===== config.mk =====
export PLATFORM = sky130hd
export DESIGN_NAME = subpicture_rle_encoder_unit
export DESIGN_NICKNAME = d
export VERILOG_FILES = /design/src/sre_pkg.sv /design/src/sre_ctrl.sv /design/src/sre_datapath.sv /design/src/subpicture_rle_encoder_unit.sv
export SDC_FILE = /design/constraint.sdc
export NUM_CORES = 1
export LEC_CHECK = 0
export BUFFER_PORTS_ARGS = -buffer_cell sky130_fd_sc_hd__buf_2
export CORE_MARGIN = 4
export CORE_UTILIZATION = 25
export CTS_BUF_LIST = sky130_fd_sc_hd__clkbuf_16
export CTS_CLUSTER_SIZE = 14
export DETAILED_ROUTE_END_ITERATION = 16
export SYNTH_ARGS = -nofsm -noshare
export SYNTH_HDL_FRONTEND = slang
export SYNTH_SLANG_ARGS = --single-unit

===== constraint.sdc =====
create_clock -name clk_i -period 4.32 [get_ports clk_i]
set_input_delay 0.216 -clock clk_i [delete_from_list [all_inputs] [get_ports clk_i]]
set_output_delay 0.216 -clock clk_i [all_outputs]
set_load 0.005 [all_outputs]

===== src/sre_pkg.sv =====
// Shared types and constants for the subpicture run-length encoder.
// Used by the controller, the datapath and the top level; depends on nothing.

package sre_pkg;

  localparam int MAX_LINE_WIDTH = 1024;
  localparam int MAP_ENTRIES    = 256;

  localparam int MAP_AW = $clog2(MAP_ENTRIES);
  localparam int RUN_W  = $clog2(MAX_LINE_WIDTH + 1);
  localparam int CMP_W  = 13;

  localparam int LW_W   = 11;
  localparam int ROWS_W = 12;
  localparam int CFG_W  = 12;
  localparam int IDX_W  = 8;
  localparam int COLR_W = 2;
  localparam int NIB_W  = 4;
  localparam int BYTE_W = 8;

  localparam logic [LW_W-1:0]   LINE_WIDTH_RST = 11'd720;
  localparam logic [ROWS_W-1:0] ROWS_RST       = 12'd288;

  // Run length thresholds of the nibble code.
  localparam logic [CMP_W-1:0] LEN_ONE_NIB  = 13'h004;
  localparam logic [CMP_W-1:0] LEN_TWO_NIB  = 13'h010;
  localparam logic [CMP_W-1:0] LEN_FILL_MIN = 13'h040;
  localparam logic [CMP_W-1:0] CHUNK_MAX    = 13'h0ff;
  localparam logic [7:0]       CHUNK_CODE   = 8'hff;

  typedef enum logic {
    KIND_MAP   = 1'b0,
    KIND_PIXEL = 1'b1
  } kind_e;

  typedef enum logic {
    REG_LINE_WIDTH    = 1'b0,
    REG_ROWS_IN_FIELD = 1'b1
  } reg_idx_e;

  typedef struct packed {
    logic accept_map;
    logic accept_pix;
    logic step;
    logic at_end;
    logic load_b;
    logic pad;
    logic flush;
  } sre_cmd_t;

  typedef struct packed {
    logic need_a;
    logic eol_now;
    logic eol_q;
    logic run_done;
    logic out_free;
  } sre_status_t;

endpackage


===== src/sre_ctrl.sv =====
// Controller state machine of the subpicture run-length encoder.
// Depends on sre_pkg; drives the datapath through sre_cmd_t.

module sre_ctrl import sre_pkg::*; (
  input  logic        clk_i,
  input  logic        rst_ni,
  input  logic        in_valid_i,
  input  logic        kind_i,
  output logic        in_stall_o,
  input  sre_status_t sts_i,
  output sre_cmd_t    cmd_o
);

  typedef enum logic [4:0] {
    ST_IDLE  = 5'b00001,
    ST_RUN_A = 5'b00010,
    ST_RUN_B = 5'b00100,
    ST_PAD   = 5'b01000,
    ST_FLUSH = 5'b10000
  } state_e;

  state_e state_q, state_d;

  always_comb begin
    state_d = state_q;
    cmd_o   = '0;
    unique case (state_q)
      ST_IDLE: begin
        cmd_o.accept_map = in_valid_i && (kind_i == KIND_MAP);
        cmd_o.accept_pix = in_valid_i && (kind_i == KIND_PIXEL);
        if (cmd_o.accept_pix) begin
          if (sts_i.need_a) begin
            state_d = ST_RUN_A;
          end else if (sts_i.eol_now) begin
            state_d = ST_RUN_B;
          end
        end
      end
      ST_RUN_A: begin
        // The run that the new pixel breaks off.
        cmd_o.step = sts_i.out_free;
        if (sts_i.out_free && sts_i.run_done) begin
          if (sts_i.eol_q) begin
            cmd_o.load_b = 1'b1;
            state_d      = ST_RUN_B;
          end else begin
            state_d = ST_FLUSH;
          end
        end
      end
      ST_RUN_B: begin
        // The run that reaches the end of the line.
        cmd_o.at_end = 1'b1;
        cmd_o.step   = sts_i.out_free;
        if (sts_i.out_free && sts_i.run_done) begin
          state_d = ST_PAD;
        end
      end
      ST_PAD: begin
        cmd_o.pad = sts_i.out_free;
        if (sts_i.out_free) begin
          state_d = ST_FLUSH;
        end
      end
      ST_FLUSH: begin
        cmd_o.flush = sts_i.out_free;
        if (sts_i.out_free) begin
          state_d = ST_IDLE;
        end
      end
      default: begin
        state_d = ST_IDLE;
      end
    endcase
  end

  always_ff @(posedge clk_i or negedge rst_ni) begin
    if (!rst_ni) begin
      state_q <= ST_IDLE;
    end else begin
      state_q <= state_d;
    end
  end

  assign in_stall_o = (state_q != ST_IDLE);

endmodule


===== src/sre_datapath.sv =====
// Datapath of the subpicture run-length encoder: colour map, line and run
// counters, nibble coder, byte packer and output register. Depends on sre_pkg.

module sre_datapath import sre_pkg::*; (
  input  logic                clk_i,
  input  logic                rst_ni,
  input  logic                cfg_we_i,
  input  logic [0:0]          cfg_addr_i,
  input  logic [CFG_W-1:0]    cfg_data_i,
  input  logic [IDX_W-1:0]    pixel_index_i,
  input  logic [COLR_W-1:0]   map_value_i,
  input  sre_cmd_t            cmd_i,
  output sre_status_t         sts_o,
  output logic                out_valid_o,
  input  logic                out_stall_i,
  output logic [BYTE_W-1:0]   out_byte_o,
  output logic                line_end_o,
  output logic                field_end_o,
  output logic                last_o
);

  logic [LW_W-1:0]   line_width_q;
  logic [ROWS_W-1:0] rows_q;

  logic [IDX_W-1:0]  run_value_q;
  logic [RUN_W-1:0]  run_len_q;
  logic [RUN_W-1:0]  column_q;
  logic [ROWS_W-1:0] row_q;

  logic [COLR_W-1:0] map_mem [MAP_ENTRIES];
  logic [COLR_W-1:0] rd_a_q, rd_b_q;
  logic              ok_a_q, ok_b_q;

  logic [RUN_W-1:0]  rem_q, b_len_q;
  logic [1:0]        nib_pos_q;
  logic              eol_q, fend_q;

  logic              pend_q;
  logic [NIB_W-1:0]  held_q;
  logic [BYTE_W-1:0] stage_q;
  logic              stage_vld_q;
  logic              out_vld_q;

  // Item decode.
  logic [CMP_W-1:0] lw_ext, w_eff, col_next, rows_eff, row_next, new_len_x;
  logic             need_a, eol_now, fend_now, idx_in_map, old_in_map;

  always_comb begin
    lw_ext    = CMP_W'(line_width_q);
    if (lw_ext == '0) begin
      w_eff = CMP_W'(1);
    end else if (lw_ext > CMP_W'(MAX_LINE_WIDTH)) begin
      w_eff = CMP_W'(MAX_LINE_WIDTH);
    end else begin
      w_eff = lw_ext;
    end
    rows_eff  = (rows_q == '0) ? CMP_W'(1) : CMP_W'(rows_q);
    row_next  = CMP_W'(row_q) + CMP_W'(1);
    col_next  = CMP_W'(column_q) + CMP_W'(1);
    need_a    = (run_len_q != '0) && (pixel_index_i != run_value_q);
    new_len_x = need_a ? CMP_W'(1) : (CMP_W'(run_len_q) + CMP_W'(1));
    eol_now   = (col_next >= w_eff);
    fend_now  = eol_now && (row_next >= rows_eff);
    idx_in_map = ({1'b0, pixel_index_i} < (IDX_W + 1)'(MAP_ENTRIES));
    old_in_map = ({1'b0, run_value_q} < (IDX_W + 1)'(MAP_ENTRIES));
  end

  always_ff @(posedge clk_i or negedge rst_ni) begin
    if (!rst_ni) begin
      line_width_q <= LINE_WIDTH_RST;
      rows_q       <= ROWS_RST;
    end else if (cfg_we_i) begin
      unique case (cfg_addr_i)
        REG_LINE_WIDTH:    line_width_q <= cfg_data_i[LW_W-1:0];
        REG_ROWS_IN_FIELD: rows_q       <= cfg_data_i[ROWS_W-1:0];
        default:           rows_q       <= rows_q;
      endcase
    end
  end

  // Colour map: one write port, two registered read ports used at pixel accept.
  always_ff @(posedge clk_i) begin
    if (cmd_i.accept_map && idx_in_map) begin
      map_mem[pixel_index_i[MAP_AW-1:0]] <= map_value_i;
    end
    if (cmd_i.accept_pix) begin
      rd_a_q <= map_mem[run_value_q[MAP_AW-1:0]];
      rd_b_q <= map_mem[pixel_index_i[MAP_AW-1:0]];
      ok_a_q <= old_in_map;
      ok_b_q <= idx_in_map;
    end
  end

  always_ff @(posedge clk_i or negedge rst_ni) begin
    if (!rst_ni) begin
      run_value_q <= '0;
      run_len_q   <= '0;
      column_q    <= '0;
      row_q       <= '0;
    end else if (cmd_i.accept_pix) begin
      run_value_q <= pixel_index_i;
      if (eol_now) begin
        run_len_q <= '0;
        column_q  <= '0;
        row_q     <= fend_now ? '0 : ROWS_W'(row_next);
      end else begin
        run_len_q <= RUN_W'(new_len_x);
        column_q  <= RUN_W'(col_next);
      end
    end
  end

  // Nibble coder. A fill code is a four-nibble code with a zero length field.
  logic [CMP_W-1:0]  rem_ext;
  logic              fill, big, chunk_done;
  logic [7:0]        code_len;
  logic [1:0]        nib_last, nib_sel;
  logic [COLR_W-1:0] colour;
  logic [NIB_W-1:0]  nib;

  always_comb begin
    rem_ext  = CMP_W'(rem_q);
    fill     = cmd_i.at_end && (rem_ext >= LEN_FILL_MIN);
    big      = !cmd_i.at_end && (rem_ext > CHUNK_MAX);
    colour   = cmd_i.at_end ? (ok_b_q ? rd_b_q : '0) : (ok_a_q ? rd_a_q : '0);
    if (big) begin
      code_len = CHUNK_CODE;
    end else if (fill) begin
      code_len = '0;
    end else begin
      code_len = rem_ext[7:0];
    end
    priority if (fill || big) begin
      nib_last = 2'd3;
    end else if (rem_ext < LEN_ONE_NIB) begin
      nib_last = 2'd0;
    end else if (rem_ext < LEN_TWO_NIB) begin
      nib_last = 2'd1;
    end else if (rem_ext < LEN_FILL_MIN) begin
      nib_last = 2'd2;
    end else begin
      nib_last = 2'd3;
    end
    nib_sel = nib_last - nib_pos_q;
    unique case (nib_sel)
      2'd0:    nib = {code_len[1:0], colour};
      2'd1:    nib = code_len[5:2];
      2'd2:    nib = {2'b00, code_len[7:6]};
      default: nib = '0;
    endcase
    chunk_done = (nib_pos_q == nib_last);
  end

  always_ff @(posedge clk_i or negedge rst_ni) begin
    if (!rst_ni) begin
      nib_pos_q <= '0;
    end else if (cmd_i.accept_pix || cmd_i.load_b) begin
      nib_pos_q <= '0;
    end else if (cmd_i.step) begin
      nib_pos_q <= chunk_done ? 2'd0 : (nib_pos_q + 2'd1);
    end
  end

  always_ff @(posedge clk_i) begin
    if (cmd_i.accept_pix) begin
      rem_q   <= need_a ? run_len_q : RUN_W'(new_len_x);
      b_len_q <= RUN_W'(new_len_x);
      eol_q   <= eol_now;
      fend_q  <= fend_now;
    end else if (cmd_i.load_b) begin
      rem_q <= b_len_q;
    end else if (cmd_i.step && chunk_done && big) begin
      rem_q <= RUN_W'(rem_ext - CHUNK_MAX);
    end
  end

  // Byte packer. A finished byte waits in the stage register until the next
  // byte or the end of the item shows whether it is the item's last.
  logic              nib_v, push_mid, push_fin;
  logic [NIB_W-1:0]  nib_in;

  assign nib_v    = cmd_i.step || (cmd_i.pad && pend_q);
  assign nib_in   = cmd_i.pad ? '0 : nib;
  assign push_mid = nib_v && pend_q && stage_vld_q;
  assign push_fin = cmd_i.flush && stage_vld_q;

  always_ff @(posedge clk_i or negedge rst_ni) begin
    if (!rst_ni) begin
      pend_q      <= 1'b0;
      held_q      <= '0;
      stage_vld_q <= 1'b0;
      out_vld_q   <= 1'b0;
    end else begin
      if (nib_v) begin
        pend_q <= !pend_q;
        held_q <= pend_q ? '0 : nib_in;
      end
      if (nib_v && pend_q) begin
        stage_vld_q <= 1'b1;
      end else if (push_fin) begin
        stage_vld_q <= 1'b0;
      end
      if (push_mid || push_fin) begin
        out_vld_q <= 1'b1;
      end else if (!out_stall_i) begin
        out_vld_q <= 1'b0;
      end
    end
  end

  always_ff @(posedge clk_i) begin
    if (nib_v && pend_q) begin
      stage_q <= {held_q, nib_in};
    end
    if (push_mid) begin
      out_byte_o  <= stage_q;
      line_end_o  <= 1'b0;
      field_end_o <= 1'b0;
      last_o      <= 1'b0;
    end else if (push_fin) begin
      out_byte_o  <= stage_q;
      line_end_o  <= eol_q;
      field_end_o <= fend_q;
      last_o      <= 1'b1;
    end
  end

  assign out_valid_o = out_vld_q;

  always_comb begin
    sts_o          = '0;
    sts_o.need_a   = need_a;
    sts_o.eol_now  = eol_now;
    sts_o.eol_q    = eol_q;
    sts_o.run_done = chunk_done && !big;
    sts_o.out_free = !out_vld_q || !out_stall_i;
  end

endmodule


===== src/subpicture_rle_encoder_unit.sv =====
// Subpicture run-length encoder, 2-bit colours: 8-bit palette pixels in,
// packed nibble-code bytes out. A map-load item and a pixel item that finishes
// no run are taken without a stall. A pixel that finishes a run is accepted,
// then each finished run is coded as one to four nibbles per chunk of up to
// 255 pixels, a line end adds the pad step, and the item's last byte is
// released. The coder produces one nibble per cycle while the output is not
// stalled. The next item is taken once all work of the current one
// is done. The colour map holds no reset value; every entry read must be
// loaded first. Depends on sre_pkg, sre_ctrl and sre_datapath.

module subpicture_rle_encoder_unit import sre_pkg::*; (
  input  logic                clk_i,
  input  logic                rst_ni,
  input  logic                cfg_we_i,
  input  logic [0:0]          cfg_addr_i,
  input  logic [CFG_W-1:0]    cfg_data_i,
  input  logic                in_valid_i,
  output logic                in_stall_o,
  input  logic                kind_i,
  input  logic [IDX_W-1:0]    pixel_index_i,
  input  logic [COLR_W-1:0]   map_value_i,
  output logic                out_valid_o,
  input  logic                out_stall_i,
  output logic [BYTE_W-1:0]   out_byte_o,
  output logic                line_end_o,
  output logic                field_end_o,
  output logic                last_o
);

  sre_cmd_t    cmd;
  sre_status_t sts;

  sre_ctrl u_ctrl (
    .clk_i      (clk_i),
    .rst_ni     (rst_ni),
    .in_valid_i (in_valid_i),
    .kind_i     (kind_i),
    .in_stall_o (in_stall_o),
    .sts_i      (sts),
    .cmd_o      (cmd)
  );

  sre_datapath u_dp (
    .clk_i         (clk_i),
    .rst_ni        (rst_ni),
    .cfg_we_i      (cfg_we_i),
    .cfg_addr_i    (cfg_addr_i),
    .cfg_data_i    (cfg_data_i),
    .pixel_index_i (pixel_index_i),
    .map_value_i   (map_value_i),
    .cmd_i         (cmd),
    .sts_o         (sts),
    .out_valid_o   (out_valid_o),
    .out_stall_i   (out_stall_i),
    .out_byte_o    (out_byte_o),
    .line_end_o    (line_end_o),
    .field_end_o   (field_end_o),
    .last_o        (last_o)
  );

endmodule


==> report_table.html, run 1 <==
<table>
<tr><th>Metric</th><th>Value</th></tr>
<tr><th colspan="2">Global route</th></tr>
<tr><td>Maximum number of pins on one net before global-route repair</td><td>132</td></tr>
<tr><td>Antenna violations before repair</td><td>4</td></tr>
<tr><td>GRT overflow</td><td>0</td></tr>
<tr><td>Number of global-route vias before repair</td><td>20800</td></tr>
<tr><td>M2 GR Usage</td><td>21.8%</td></tr>
<tr><td>Global Route met3 Usage</td><td>2.15%</td></tr>
<tr><td>Gr usage total</td><td>13.1%</td></tr>
<tr><td>Busiest layer in global routing</td><td>met2</td></tr>
<tr><td>Fraction of met1 tracks used by global routing</td><td>17.6%</td></tr>
<tr><td>Global-route wire length before repair</td><td>134000 um</td></tr>
<tr><th colspan="2">Yosys</th></tr>
<tr><td>Synthesized flop and latch total</td><td>638</td></tr>
<tr><td>EDFF count, synth</td><td>556</td></tr>
<tr><td>Synthesized cell area</td><td>0.0318 mm^2</td></tr>
<tr><td>Number of nets in the synthesized netlist</td><td>2275</td></tr>
<tr><td>Average size of a mapped cell</td><td>14.4 um^2</td></tr>
<tr><td>Instance count of the mapped netlist</td><td>2216</td></tr>
<tr><td>Unique cell type count in the Yosys netlist</td><td>77</td></tr>
<tr><td>Most used DFF post-synth</td><td>edfxtp_1</td></tr>
<tr><td>Total number of yosys warnings</td><td>0</td></tr>
<tr><td>Sequential fraction of the synthesis area</td><td>58.9%</td></tr>
<tr><td>Async S/R FF share, synth</td><td>12.4%</td></tr>
<tr><th colspan="2">Job</th></tr>
<tr><td>Maxcap violations</td><td>0</td></tr>
<tr><th colspan="2">Clock network</th></tr>
<tr><td>Number of CTS-inserted buffers</td><td>73</td></tr>
<tr><td>TritonCTS clock tree</td><td>built</td></tr>
<tr><td>Buffer count from post-CTS setup fixing</td><td>0</td></tr>
<tr><td>Clock transition at the registers of the reported paths</td><td>0.06 ns</td></tr>
<tr><td>CTS sink count</td><td>638</td></tr>
<tr><td>Buffer type at the clock tree root</td><td>clkbuf_16</td></tr>
<tr><td>Post_cts resized</td><td>0</td></tr>
<tr><td>Clock insertion delay at the later pin of the skew report</td><td>0.62 ns</td></tr>
<tr><td>Count of hold-fix buffers inserted at cts</td><td>20</td></tr>
<tr><td>H-tree levels</td><td>3</td></tr>
<tr><td>Number of buffers on the longest clock path</td><td>3</td></tr>
<tr><th colspan="2">Worst setup path</th></tr>
<tr><td>FF-to-FF End</td><td>u_dp.rd_a_q[1]</td></tr>
<tr><td>Launch point of the worst path</td><td>u_dp.run_value_q[1]</td></tr>
<tr><td>Crit path launch type</td><td>register</td></tr>
<tr><td>Worst R2R Path Depth</td><td>8</td></tr>
<tr><td>Register-to-Register Setup Slack</td><td>0.58 ns</td></tr>
<tr><td>Reg2reg start</td><td>u_dp.run_value_q[1]</td></tr>
<tr><td>Worst setup EP type</td><td>register</td></tr>
<tr><td>Data arrival at the endpoint of the critical path</td><td>4.09 ns</td></tr>
<tr><td>Worst Path Class, Setup</td><td>reg -&gt; reg</td></tr>
<tr><td>Data required time at the worst endpoint</td><td>4.67 ns</td></tr>
<tr><td>Critical-path maximum fanout</td><td>36</td></tr>
<tr><th colspan="2">Die</th></tr>
<tr><td>Die Width</td><td>365 um</td></tr>
<tr><td>Die height</td><td>365 um</td></tr>
<tr><td>Count of pins on the block boundary</td><td>42</td></tr>
<tr><td>Count of standard-cell rows</td><td>130</td></tr>
<tr><td>Initial cell density of the core</td><td>25.2%</td></tr>
<tr><td>Die area</td><td>0.133 mm^2</td></tr>
<tr><td>Core area</td><td>0.126 mm^2</td></tr>
<tr><th colspan="2">Timing</th></tr>
<tr><td>RSZ-0062 raised after global routing</td><td>false</td></tr>
<tr><td>Slew HR</td><td>14.5%</td></tr>
<tr><td>Post-Route Setup TNS</td><td>0 ns</td></tr>
<tr><td>Final count of negative-setup-slack endpoints</td><td>0</td></tr>
<tr><td>Final hold violation count</td><td>0</td></tr>
<tr><td>Total count of max-transition violations in the final report</td><td>0</td></tr>
<tr><td>Period utilization</td><td>86.6%</td></tr>
<tr><td>Minimum period implied by the final worst setup slack</td><td>3.74 ns</td></tr>
<tr><td>Worst slew pin tran</td><td>1.27 ns</td></tr>
<tr><td>Fmax</td><td>267 MHz</td></tr>
<tr><td>Fin Clk Skew</td><td>0.0163 ns</td></tr>
<tr><th colspan="2">Min path</th></tr>
<tr><td>Start point of the worst min-delay path</td><td>map_value_i[1]</td></tr>
<tr><td>Endpoint of the worst hold path</td><td>u_dp.map_mem[59][1]</td></tr>
<tr><td>Hold Path Cell Cnt</td><td>1</td></tr>
<tr><td>Worst min-delay path class</td><td>in -&gt; reg</td></tr>
<tr><th colspan="2">Routing</th></tr>
<tr><td>Post-DR wirelength/cell</td><td>22.3 um</td></tr>
<tr><td>Detailed-route vias per instance</td><td>5.12</td></tr>
<tr><td>Wirelength, routed</td><td>88600 um</td></tr>
<tr><td>Detailed-route via count</td><td>20300</td></tr>
<tr><td>Detail Route Antenna Nets</td><td>0</td></tr>
<tr><td>Detailed-router iteration count before antenna repair</td><td>5</td></tr>
<tr><td># DRC</td><td>0</td></tr>
<tr><td>Drt initial violations</td><td>2075</td></tr>
<tr><th colspan="2">Power and ir drop</th></tr>
<tr><td>Proportion of power drawn by the clock network</td><td>32.5%</td></tr>
<tr><td>Switching share of power</td><td>31.9%</td></tr>
<tr><td>Register share of total power</td><td>40.7%</td></tr>
<tr><td>Combinational share of power</td><td>26.8%</td></tr>
<tr><td>Net Switching</td><td>5.85 mW</td></tr>
<tr><td>Power per cell area</td><td>501 mW/mm^2</td></tr>
<tr><td>Int Power</td><td>12.5 mW</td></tr>
<tr><td>VDD IR-drop max</td><td>0.000261 V</td></tr>
<tr><td>Static leakage</td><td>12.0 nW</td></tr>
<tr><th colspan="2">Final layout</th></tr>
<tr><td>Layout cells sized above 1</td><td>21.7%</td></tr>
<tr><td>Area growth from synthesis to layout</td><td>15.0%</td></tr>
<tr><td>Final Non-Filler Cells</td><td>3973</td></tr>
<tr><td>Final non-filler cell area</td><td>0.0366 mm^2</td></tr>
<tr><td>Fin nets</td><td>2326</td></tr>
<tr><th colspan="2">Placed design</th></tr>
<tr><td>IO buf count</td><td>41</td></tr>
<tr><td>Post-place instance area</td><td>0.0341 mm^2</td></tr>
<tr><td>DP HPWL</td><td>57600 um</td></tr>
<tr><td>Placer congestion estimate</td><td>0.832</td></tr>
<tr><td>Post-placement cell count</td><td>3822</td></tr>
<tr><th colspan="2">Status</th></tr>
<tr><td>Run status</td><td>completed</td></tr>
</table>
==> registers in the layout (all words and copies together), names as in the netlist, 11 cells and up <==
register and count:
u_dp.rows_q 12, u_dp.row_q 12, u_dp.rem_q 11, u_dp.column_q 11, u_dp.run_len_q 11, u_dp.line_width_q 11, u_dp.b_len_q 11, u_dp.map_mem 512
==> cell usage after synthesis (7+ instances only) <==
library cell	count	area share [%]
nand2b_1	18	0.35
mux2i_1	105	3.3
buf_2	42	0.66
xor2_1	33	0.91
o22ai_1	39	0.77
nor2_1	321	3.8
buf_6	9	0.32
a22o_1	26	0.72
a211oi_1	8	0.19
mux2_2	24	0.85
o221ai_1	11	0.30
a221oi_1	18	0.50
buf_1	10	0.12
xnor2_1	19	0.52
nand3_1	34	0.53
dfstp_2	7	0.58
and2_1	10	0.20
edfxtp_1	556	52
o21ai_0	48	0.75
a21o_1	11	0.26
and3_1	11	0.22
dfrtp_1	72	5.7
nand2_1	141	1.7
nor3_1	15	0.24
a22oi_1	65	1.5
o31ai_1	8	0.19
a21oi_1	37	0.58
ha_1	30	1.2
buf_4	9	0.21
nor2b_1	15	0.29
nor4_1	19	0.37
mux4_2	216	15
clkbuf_1	93	1.1
inv_1	33	0.39
o2bb2ai_1	7	0.19
==> critical path, stage by stage (launching register included) <==
cell      delay [ns]
dfrtp_4         0.86
nand3b_1        0.55
buf_4           0.29
o21ai_0         0.11
nor4_1          0.51
o41ai_1         0.20
a31o_1          0.32
a41oi_1         0.41
o22ai_1         0.18
==> per-layer routing <==
layer,part of all wire (%),vias to the layer above,wire length (um)
met2,48,843,42500
met4,2.6,2,2290
met3,8.0,145,7120
met1,41,10500,36600
met5,0.0079,-,7
li1,-,8821,-
==> power groups by stage <==
stage	combinational (mW)	clock (mW)	sequential, mW
2_1_floorplan	3.64	0	7.22
3_3_place_gp	4.85	0	7.57
3_5_place_dp	4.87	0	7.57
4_1_cts	4.90	6.08	7.45
5_1_grt	5.23	6.32	7.49
6_report	4.91	5.96	7.45
==> cell usage in the layout (no fill, tap or decap), drive strengths merged, types with 18 or more instances in the layout <==
| cell | count |
|---|---|
| edfxtp | 556 |
| nor2 | 322 |
| mux4 | 216 |
| nand2 | 141 |
| buf | 123 |
| mux2i | 105 |
| clkbuf | 73 |
| dfrtp | 72 |
| a22oi | 65 |
| o21ai | 48 |
| inv | 45 |
| a21oi | 40 |
| o22ai | 39 |
| clkinv | 37 |
| nand3 | 34 |
| xor2 | 33 |
| ha | 30 |
| a22o | 26 |
| mux2 | 25 |
| nor4 | 21 |
| dlygate4sd3 | 20 |
| xnor2 | 19 |
| a221oi | 18 |
| nand2b | 18 |
==> stage by stage <==
| stage | hold WS [ns] | setup slack [ns] | utilization (%) | power, mW |
|---|---|---|---|---|
| 2_1_floorplan | -0.0796 | 1.04 | - | 10.9 |
| 4_1_cts | 0.0787 | 0.636 | 29.0 | 18.4 |
| 3_5_place_dp | 0.323 | 0.677 | 27.0 | 12.4 |
| 6_report | 0.0941 | 0.580 | 29.0 | 18.3 |
| 3_3_place_gp | 0.322 | 0.730 | 27.0 | 12.4 |
| 5_1_grt | 0.115 | 0.557 | 29.0 | 19.0 |
==> cells by family after synthesis <==
group	after synthesis	synth area share, %
flops	638	58.9
buf+inv	201	3.00
fa+ha+maj	30	1.18
mux	346	19.5
compound gates	326	7.31
xor+xnor	52	1.43
simple gates	623	8.72
==> how the worst max path moves through the flow <==
stage,to,slack [ns],cells past startpoint
final,u_dp.rd_a_q[1],0.58,8
after global routing,u_dp.row_q[11],0.56,13
after CTS,u_dp.rd_a_q[1],0.64,8
after detailed placement,u_dp.rd_a_q[1],0.68,8
after global placement,u_dp.rd_a_q[1],0.73,8
after floorplan,u_dp.rem_q[0],1.04,7
==> area by class of cell <==
type / count / area [um^2]
fill: 12500 / 89500
sequential: 638 / 18700
multi-input combinational: 1377 / 12200
tap: 1650 / 2060
clock buffer: 73 / 1830
timing repair buffer: 143 / 1180
clock inverter: 57 / 472
inverter: 34 / 128
antenna: 1 / 2.50
Note: power is estimated with default switching activity, not from simulation.
==> run 2: changes to the inputs <==
ABC_AREA = 1   (was unset)
==> report_table.html, run 2 <==
<table>
<tr><th>Metric</th><th>Value</th></tr>
<tr><th colspan="2">Final layout</th></tr>
<tr><td>Core utilization of the finished layout</td><td>28.8% (-0.26 points)</td></tr>
<tr><td>Filler Cell Count</td><td>14100 (+13%)</td></tr>
<tr><td>Layout cells sized above 1</td><td>7.23% (-15 points)</td></tr>
<tr><td>Area growth from synthesis to layout</td><td>14.0%</td></tr>
<tr><td>Largest register FFs</td><td>512 (unchanged)</td></tr>
<tr><td>Final Non-Filler Cells</td><td>5923 (+49%)</td></tr>
<tr><td>Sequential cell area in the final layout</td><td>0.0188 mm^2 (about the same)</td></tr>
<tr><td>Most frequent standard cell in the layout excluding fill and tap cells</td><td>nand2_1</td></tr>
<tr><td>Fin nets</td><td>4154 (+79%)</td></tr>
<tr><td>Most frequent cells in the layout</td><td>nand2_1 (1815), nand3_1 (599), edfxtp_1 (556)</td></tr>
<tr><td>Area of the multi-input gates</td><td>0.0135 mm^2 (+11%)</td></tr>
<tr><th colspan="2">Die</th></tr>
<tr><td>Die area</td><td>0.141 mm^2 (+6.1%)</td></tr>
<tr><td>Die height</td><td>376 um (+3.0%)</td></tr>
<tr><td>Initial cell density of the core</td><td>25.2% (about the same)</td></tr>
<tr><td>Count of standard-cell rows</td><td>134 (+3.1%)</td></tr>
<tr><td>Core area</td><td>0.134 mm^2 (+6.3%)</td></tr>
<tr><td>Count of pins on the block boundary</td><td>42 (unchanged)</td></tr>
<tr><td>Die Width</td><td>376 um (+3.0%)</td></tr>
<tr><th colspan="2">Routing</th></tr>
<tr><td>Wirelength, routed</td><td>112000 um (+27%)</td></tr>
<tr><td>Top Layer Used</td><td>met5</td></tr>
<tr><td>Drt initial violations</td><td>3853 (+86%)</td></tr>
<tr><td>Detailed-route via count</td><td>29400 (+45%)</td></tr>
<tr><td>DR WL met2</td><td>49700 um (+17%)</td></tr>
<tr><td>Detailed-routed wire length on met3</td><td>12100 um (+69%)</td></tr>
<tr><td>Detailed-router iteration count before antenna repair</td><td>7 (+2)</td></tr>
<tr><td># DRC</td><td>0 (unchanged)</td></tr>
<tr><td>Detailed-route vias per instance</td><td>4.96 (-3.0%)</td></tr>
<tr><td>Sum of routed wire segments on met1</td><td>46400 um (+27%)</td></tr>
<tr><td>Detail Route Antenna Nets</td><td>0 (unchanged)</td></tr>
<tr><td>Post-DR wirelength/cell</td><td>19.0 um (-15%)</td></tr>
<tr><th colspan="2">Global route</th></tr>
<tr><td>Number of global-route vias before repair</td><td>28000 (+34%)</td></tr>
<tr><td>Maximum number of pins on one net before global-route repair</td><td>180 (+36%)</td></tr>
<tr><td>Gr usage total</td><td>15.5% (+2.4 points)</td></tr>
<tr><td>GRT overflow</td><td>0 (unchanged)</td></tr>
<tr><td>Global-route wire length before repair</td><td>170000 um (+27%)</td></tr>
<tr><td>Antenna violations before repair</td><td>8 (+4)</td></tr>
<tr><th colspan="2">Timing</th></tr>
<tr><td>Final hold violation count</td><td>0 (unchanged)</td></tr>
<tr><td>Post-Route Setup TNS</td><td>0 ns (unchanged)</td></tr>
<tr><td>Total count of max-transition violations in the final report</td><td>0 (unchanged)</td></tr>
<tr><td>Fmax</td><td>312 MHz (+17%)</td></tr>
<tr><td>RSZ-0062 raised after global routing</td><td>false</td></tr>
<tr><td>Slew HR</td><td>23.2% (+8.7 points)</td></tr>
<tr><td>Worst slew pin tran</td><td>1.15 ns (-0.119 ns)</td></tr>
<tr><td>Final count of negative-setup-slack endpoints</td><td>0 (unchanged)</td></tr>
<tr><td>Minimum period implied by the final worst setup slack</td><td>3.20 ns (-0.535 ns)</td></tr>
<tr><td>Final worst slack</td><td>1.12 ns (+0.535 ns)</td></tr>
<tr><td>Period utilization</td><td>74.2% (-12 points)</td></tr>
<tr><td>Fin Clk Skew</td><td>0.0308 ns (+0.0145 ns)</td></tr>
<tr><th colspan="2">Yosys</th></tr>
<tr><td>Top cells by area, synth</td><td>edfxtp_1 (49%), nand2_1 (20%), nand3_1 (8.9%)</td></tr>
<tr><td>EDFF count, synth</td><td>556 (unchanged)</td></tr>
<tr><td>Area fraction of the dominant cell type after synthesis</td><td>49.4% (-3.1 points)</td></tr>
<tr><td>Top cells by instance count after synthesis</td><td>nand2_1 (1815), nand3_1 (599), edfxtp_1 (556), nor2_1 (331), o21ai_0 (130)</td></tr>
<tr><td>Synthesized cell area</td><td>0.0338 mm^2 (+6.2%)</td></tr>
<tr><td>Number of nets in the synthesized netlist</td><td>4180 (+84%)</td></tr>
<tr><td>Average size of a mapped cell</td><td>8.20 um^2 (-43%)</td></tr>
<tr><td>Most used DFF post-synth</td><td>edfxtp_1</td></tr>
<tr><td>Sequential fraction of the synthesis area</td><td>55.4% (-3.4 points)</td></tr>
<tr><td>Synthesized flop and latch total</td><td>638 (unchanged)</td></tr>
<tr><td>Total number of yosys warnings</td><td>0 (unchanged)</td></tr>
<tr><td>Dominant cell by count in the synthesized netlist</td><td>nand2_1</td></tr>
<tr><td>Unique cell type count in the Yosys netlist</td><td>53 (-31%)</td></tr>
<tr><td>Async S/R FF share, synth</td><td>12.4% (unchanged)</td></tr>
<tr><td>Instance count of the mapped netlist</td><td>4121 (+86%)</td></tr>
<tr><td>Area leader, netlist</td><td>edfxtp_1</td></tr>
<tr><th colspan="2">Worst setup path</th></tr>
<tr><td>Critical-path maximum fanout</td><td>17 (-53%)</td></tr>
<tr><td>Data required time at the worst endpoint</td><td>4.88 ns (+0.21 ns)</td></tr>
<tr><td>Worst Path Class, Setup</td><td>reg -&gt; reg</td></tr>
<tr><td>Data arrival at the endpoint of the critical path</td><td>3.76 ns (-0.33 ns)</td></tr>
<tr><td>Worst setup EP type</td><td>register</td></tr>
<tr><td>Crit path launch type</td><td>register</td></tr>
<tr><th colspan="2">Power and ir drop</th></tr>
<tr><td>Switching share of power</td><td>38.2% (+6.3 points)</td></tr>
<tr><td>Power per cell area</td><td>532 mW/mm^2 (+6.2%)</td></tr>
<tr><td>Proportion of power drawn by the clock network</td><td>30.6% (-1.9 points)</td></tr>
<tr><td>Static leakage</td><td>15.4 nW (+28%)</td></tr>
<tr><td>Combinational share of power</td><td>33.4% (+6.6 points)</td></tr>
<tr><td>Net Switching</td><td>7.83 mW (+34%)</td></tr>
<tr><td>VDD IR-drop max</td><td>0.000547 V (+110%)</td></tr>
<tr><td>Register share of total power</td><td>36.0% (-4.7 points)</td></tr>
<tr><td>Int Power</td><td>12.7 mW (+1.5%)</td></tr>
<tr><th colspan="2">Clock network</th></tr>
<tr><td>Clock insertion delay at the later pin of the skew report</td><td>0.65 ns (+0.03 ns)</td></tr>
<tr><td>Number of buffers on the longest clock path</td><td>3 (unchanged)</td></tr>
<tr><td>H-tree levels</td><td>3 (unchanged)</td></tr>
<tr><td>Clock transition at the registers of the reported paths</td><td>0.06 ns (about the same)</td></tr>
<tr><td>Number of CTS-inserted buffers</td><td>69 (-5.5%)</td></tr>
<tr><td>Post_cts resized</td><td>0 (unchanged)</td></tr>
<tr><td>Buffer type at the clock tree root</td><td>clkbuf_16</td></tr>
<tr><td>CTS sink count</td><td>638 (unchanged)</td></tr>
<tr><td>TritonCTS clock tree</td><td>built</td></tr>
<tr><th colspan="2">Placed design</th></tr>
<tr><td>Post-placement cell count</td><td>5773 (+51%)</td></tr>
<tr><td>Placer congestion estimate</td><td>0.883 (+6.1%)</td></tr>
<tr><td>DP HPWL</td><td>67400 um (+17%)</td></tr>
<tr><td>IO buf count</td><td>41 (unchanged)</td></tr>
<tr><td>Worst slack at placement</td><td>1.00 ns (+0.324 ns)</td></tr>
<tr><th colspan="2">Status</th></tr>
<tr><td>Run status</td><td>completed</td></tr>
<tr><th colspan="2">Job</th></tr>
<tr><td>Maxcap violations</td><td>0 (unchanged)</td></tr>
<tr><th colspan="2">Min path</th></tr>
<tr><td>Worst min-delay path class</td><td>in -&gt; reg</td></tr>
</table>
[run 2: per-stage QoR]
stage / hold WS, ns / power (mW) / instance area, um^2
after global placement: 0.317 / 14.1 / 36000
after floorplan: -0.0796 / 11.8 / 33800
after CTS: 0.0132 / 20.4 / 38500
final: 0.00113 / 20.5 / 38500
after detailed placement: 0.327 / 14.2 / 36000
after global routing: 0.0486 / 21.5 / 38500
[run 2: per-layer routing]
| metal | global-route usage [%] | vias to the layer above |
|---|---|---|
| met2 | 23.9 | 1626 |
| met4 | 6.23 | 4 |
| met3 | 3.68 | 280 |
| li1 | - | 13600 |
| met5 | 0 | - |
| met1 | 20.9 | 13900 |
[run 2: power groups by stage]
stage / Sequential, mW / Combinational (mW) / Clock (mW)
3_3_place_gp: 7.49 / 6.63 / 0
5_1_grt: 7.41 / 7.46 / 6.63
4_1_cts: 7.38 / 6.71 / 6.36
2_1_floorplan: 7.35 / 4.48 / 0
6_report: 7.38 / 6.85 / 6.26
3_5_place_dp: 7.50 / 6.67 / 0
[run 2: kinds of logic (layout without fill, tap and decap cells)]
kind of cell / Yosys count / in the layout / share of synthesized area [%]
XOR/XNOR: 35 / 35 / 0.907
AND/OR/NAND/NOR: 2825 / 2825 / 34.4
AO/OA/AOI/OAI: 209 / 209 / 3.31
flip-flops: 638 / 638 / 55.4
adder cells (fa/ha/maj): 30 / 30 / 1.11
buffers and inverters: 384 / 412 / 4.79
other: 0 / 6 / 0
[run 2: critical path, cell delays in order, from the launching register on]
cell     delay, ns
dfrtp_1       0.38
ha_1          0.19
nand3_1       0.10
nor2_1        0.14
nand3_1       0.11
nor2_1        0.16
nand3_1       0.11
xor2_1        0.17
ha_1          0.33
nand2_1       0.06
inv_1         0.07
nand3_1       0.07
nor2_1        0.15
nor2_2        0.06
nand2_2       0.29
nand2_2       0.27
nor2_4        0.31
nand2_1       0.09
nand2_1       0.07
[run 2: path summary, 6_finish.rpt]
| check | start | end | slack (ns) | depth (start not counted) |
|---|---|---|---|---|
| max | u_dp.column_q[0] | u_dp.row_q[3] | 1.12 | 18 |
| min | out_stall_i | u_dp.out_valid_o | 0.001 | 3 |
| max reg2reg | u_dp.column_q[0] | u_dp.row_q[3] | 1.12 | 18 |
| min reg2reg | u_dp.stage_q[1] | u_dp.out_byte_o[1] | 0.43 | 0 |
| max in group asynchronous | rst_ni | u_dp.rows_q[8] | 3.18 | 3 |
| min in group asynchronous | rst_ni | u_dp.line_width_q[5] | 0.21 | 2 |
[run 2: repair_timing]
action	CTS	global route
endpoints found under the hold margin	73	0
buffers inserted	0	0
hold buffers	19	0
[run 2: layout make-up]
cell class,instances,share of cell area [%]
well taps,1768,5.74
multi-input cells,3099,34.9
flip-flops and latches,638,48.7
inverters,140,1.41
diodes,6,0.0390
clock buffers,72,4.68
repair buffers,147,3.10
clock inverters,53,1.44
